### src/hdl/assert_macros.svh
// ----------------------------------------------------------------------------
// assert_macros.svh
// shared concurrent assertion macros, clocked on aclk, held off during reset
// ----------------------------------------------------------------------------
`ifndef ASSERT_MACROS_SVH
`define ASSERT_MACROS_SVH

// condition that must hold at every clock edge out of reset
`define GEE_ASSERT(lbl, cond, msg) \
    lbl: assert property (@(posedge aclk) disable iff (!aresetn) (cond)) else $error(msg);

// antecedent implies consequent in the same cycle
`define GEE_IMPLY(lbl, ante, cons, msg) \
    lbl: assert property (@(posedge aclk) disable iff (!aresetn) (ante) |-> (cons)) \
        else $error(msg);

`endif

### src/hdl/gee_ram.sv
`timescale 1ns / 1ps
// ----------------------------------------------------------------------------
// gee_ram
// generic simple dual port ram, one write port, one registered read port
// ----------------------------------------------------------------------------
module gee_ram #(
    parameter int WIDTH = 64,
    parameter int DEPTH = 64
) (
    input  logic                     aclk,
    input  logic                     we,
    input  logic [$clog2(DEPTH)-1:0] waddr,
    input  logic [WIDTH-1:0]         wdata,
    input  logic [$clog2(DEPTH)-1:0] raddr,
    output logic [WIDTH-1:0]         rdata
);

    logic [WIDTH-1:0] mem [DEPTH];

    always_ff @(posedge aclk) begin
        if (we) begin
            mem[waddr] <= wdata;
        end
        rdata <= mem[raddr];
    end

endmodule

### config.mk
export PLATFORM = sky130hd
export DESIGN_NAME = gee_ram
export DESIGN_NICKNAME = d
export VERILOG_FILES = /design/src/hdl/assert_macros.svh /design/src/hdl/gee_ram.sv
export SDC_FILE = /design/constraint.sdc
export NUM_CORES = 2
export LEC_CHECK = 0
export CORE_MARGIN = 5
export CORE_UTILIZATION = 61
export CTS_CLUSTER_SIZE = 30
export DETAILED_ROUTE_END_ITERATION = 6
export DONT_BUFFER_PORTS = 1
export PLACE_DENSITY_LB_ADDON = 0.1
export RECOVER_POWER = 50
export SKIP_LAST_GASP = 1
export SLEW_MARGIN = 15
export SYNTH_ARGS = -nofsm -noshare
export SYNTH_HDL_FRONTEND = slang
export SYNTH_SLANG_ARGS = --single-unit
### constraint.sdc
create_clock -name aclk -period 8.4 [get_ports aclk]
set_clock_uncertainty 0.1 [all_clocks]
set_input_delay 1.68 -clock aclk [delete_from_list [all_inputs] [get_ports aclk]]
set_output_delay 1.68 -clock aclk [all_outputs]
set_load 0.01 [all_outputs]
==> summary.txt <==
DRC viols -> 0
Top post-synthesis cells by area -> edfxtp_1 79%, mux4_2 15%, mux2i_1 0.86%, dfxtp_1 0.82%, a22oi_1 0.81%
Unrepaired setup endpoints after global routing -> false
Largest net degree at the start of global routing -> 982
P_leak -> 0.0541 uW
Die W -> 516 microns
CTS tree -> yes
I/O pin count -> 142
Yosys top cell area share -> 78.7%
Synth Area in Compound Gates -> 2.48%
Layout Nets -> 6881
Clk slew on worst S/H paths -> 0.06 ns
Peak Freq -> 149 MHz
Die Span Y -> 516 microns
Synthesized instance count -> 6598
Main synth FF type -> edfxtp_1
Synth Area per Inst -> 23.7 sq um
DR WL/cell -> 39.1 microns
Failing checks -> max-capacitance violations, max-slew violations
Synth unique cells -> 33
Pins Over Slew Limit -> 48
Post-DRT Antenna Nets -> 0
Synth Cell Area -> 156000 sq um
Max VDD drop -> 0.241 mV
Post-synth top area cell -> edfxtp_1
Clock Latency Late Sink -> 0.98 ns
CP arrival -> 7.39 ns
Mapped Nets -> 6676
PwrDens -> 246 nW/um^2
Tcrit/Tclk final -> 79.9%
Initial antenna violation count -> 19
Crit path max fanout -> 154
CP Class -> in -> reg
Cts hold-fix bufs -> 0
Maxcap violations -> 4
Worst-Margin Slew -> 1.81 ns
Routed WL -> 411000 microns
Worst reg2reg setup slack -> 6.02 ns
Clock root buffer -> clkbuf_16
CTS Sinks -> 4160
Ys async rst share -> 0%
HP Class -> in -> reg
1st-pass router iterations -> 7
Sequential share of the synthesized area -> 79.5%
Area grow syn2layout -> 11.4%
Status -> finished with violations
Gr usage total -> 31.2%
# fillers -> 15400
HPWL Detailed -> 208000 microns
Postcts setup bufs -> 0
H-tree levels -> 5
Maximum root-to-sink buffer count -> 4
Ys Warns -> 0
First-pass GRT wire length -> 578000 microns
Non-Filler Instances -> 10500
Commonest non-fill, non-tap cell in the layout -> edfxtp_1
Initial drt markers -> 11400
Post-synth EDFFs -> 4096
Final setup vio count -> 0
Most frequent cells in the layout -> 4096 x edfxtp_1, 1024 x mux4_2, 421 x clkbuf_16, 168 x a22oi_1, 135 x mux2i_1
Crit path required time -> 9.08 ns
Post-Synth Simple-Gate Area -> 1.24%
Hold Vio Cnt, Final -> 0
Relative slew slack -> -21.3%
Layout cell share with drive strength beyond 1 -> 26.2%
FP Rows -> 185
DR vias/cell -> 7.08
Post-synthesis register bit count -> 4160
Initial Utilization -> 61.4%
Critical Path Start Type -> input port
DR vias -> 74300
Largest family of logic cells by synthesized area -> multiplexers
Final estimated routing congestion in global placement -> 0.796
Num CTS Buffers -> 417
Final min period -> 6.71 ns
Number of global-route vias before repair -> 74300
Grt ovf -> 0
XOR/XNOR Fraction of Synth Area -> 0%
Setup TNS Final -> 0 ns
Cell total after placement -> 9736
Synth Area in Adders -> 0%
Area of the core -> 255000 sq um
Input/output buffers -> 0
Post-synthesis mux area share -> 15.6%
Die area -> 267000 sq um
Post_cts resized -> 0
Critical Path End Type -> flop
worst max-delay path, stage by stage:
cell	delay, ns
buf_16	0.80
buf_16	0.59
buf_16	0.48
buf_16	0.58
buf_16	0.62
buf_16	0.73
mux4_2	0.63
mux2i_1	0.23
o22ai_1	0.13
a41oi_1	0.45
a211oi_1	0.10
where the power goes:
group          switching (uW)  internal (uW)  total, uW  leakage (uW)
clock                    7550          10600      18200       0.00655
sequential                156          23000      23100        0.0374
combinational             788            665       1450        0.0102
final cells by class:
type                       count  area [sq um]  area share, %
sequential                  4160        124000           71.4
multi-input combinational   2049         30700           17.6
clock buffer                 522         11100           6.39
tap                         3366          4210           2.42
clock inverter               218          2180           1.25
timing repair buffer         156          1560          0.898
inverter                      19          71.3         0.0409
antenna                        5          12.5        0.00718
synth_stat cells, drive strengths merged (26+ instances only):
master,n
a22o,88
mux2i,135
a41oi,26
clkbuf,140
nand3,45
buf,230
nor2,112
and3,64
a22oi,168
nor2b,28
o221ai,38
a211oi,63
edfxtp,4096
or2,28
dfxtp,64
nand2,58
o22ai,83
mux4,1024
or3,29
state kept, by name (all words and copies together) (netlist names):
signal,flops
rdata,64
mem,4096
layer usage:
layer | GRT usage, % | vias to the layer above | part of all wire, %
met5 | 0 | - | 0.0032
met3 | 6.32 | 758 | 11
met2 | 48.4 | 4708 | 48
met4 | 10.9 | 2 | 4.0
li1 | - | 28900 | -
met1 | 45.5 | 40000 | 37
stage by stage:
step	instance area (sq um)	total power [uW]	hold slack (ns)	setup WS (ns)	utilization, %
2_1_floorplan	156000	24600	0.688	1.18	-
3_3_place_gp	161000	24800	0.717	3.62	63.0
3_5_place_dp	161000	24800	0.717	3.56	63.0
4_1_cts	174000	42700	0.644	4.54	68.3
5_1_grt	174000	43900	0.644	0.912	68.4
6_report	174000	42800	0.700	1.69	68.4
path summary, 6_finish.rpt:
kind,startpoint,endpoint,cells past startpoint
worst max-delay path,raddr[0],rdata[45],11
worst min-delay path,wdata[37],mem[20][37],0
worst max register to register,mem[8][62],rdata[62],5
worst min register to register,mem[47][30],rdata[30],4
logic make-up (layout without fill, tap and decap cells):
family / after synthesis / in the layout
compound gates: 504 / 504
mux: 1159 / 1159
flops: 4160 / 4160
buf+inv: 389 / 915
other cells: 0 / 5
simple gates: 386 / 386
Power figures use the tool's default switching activity.
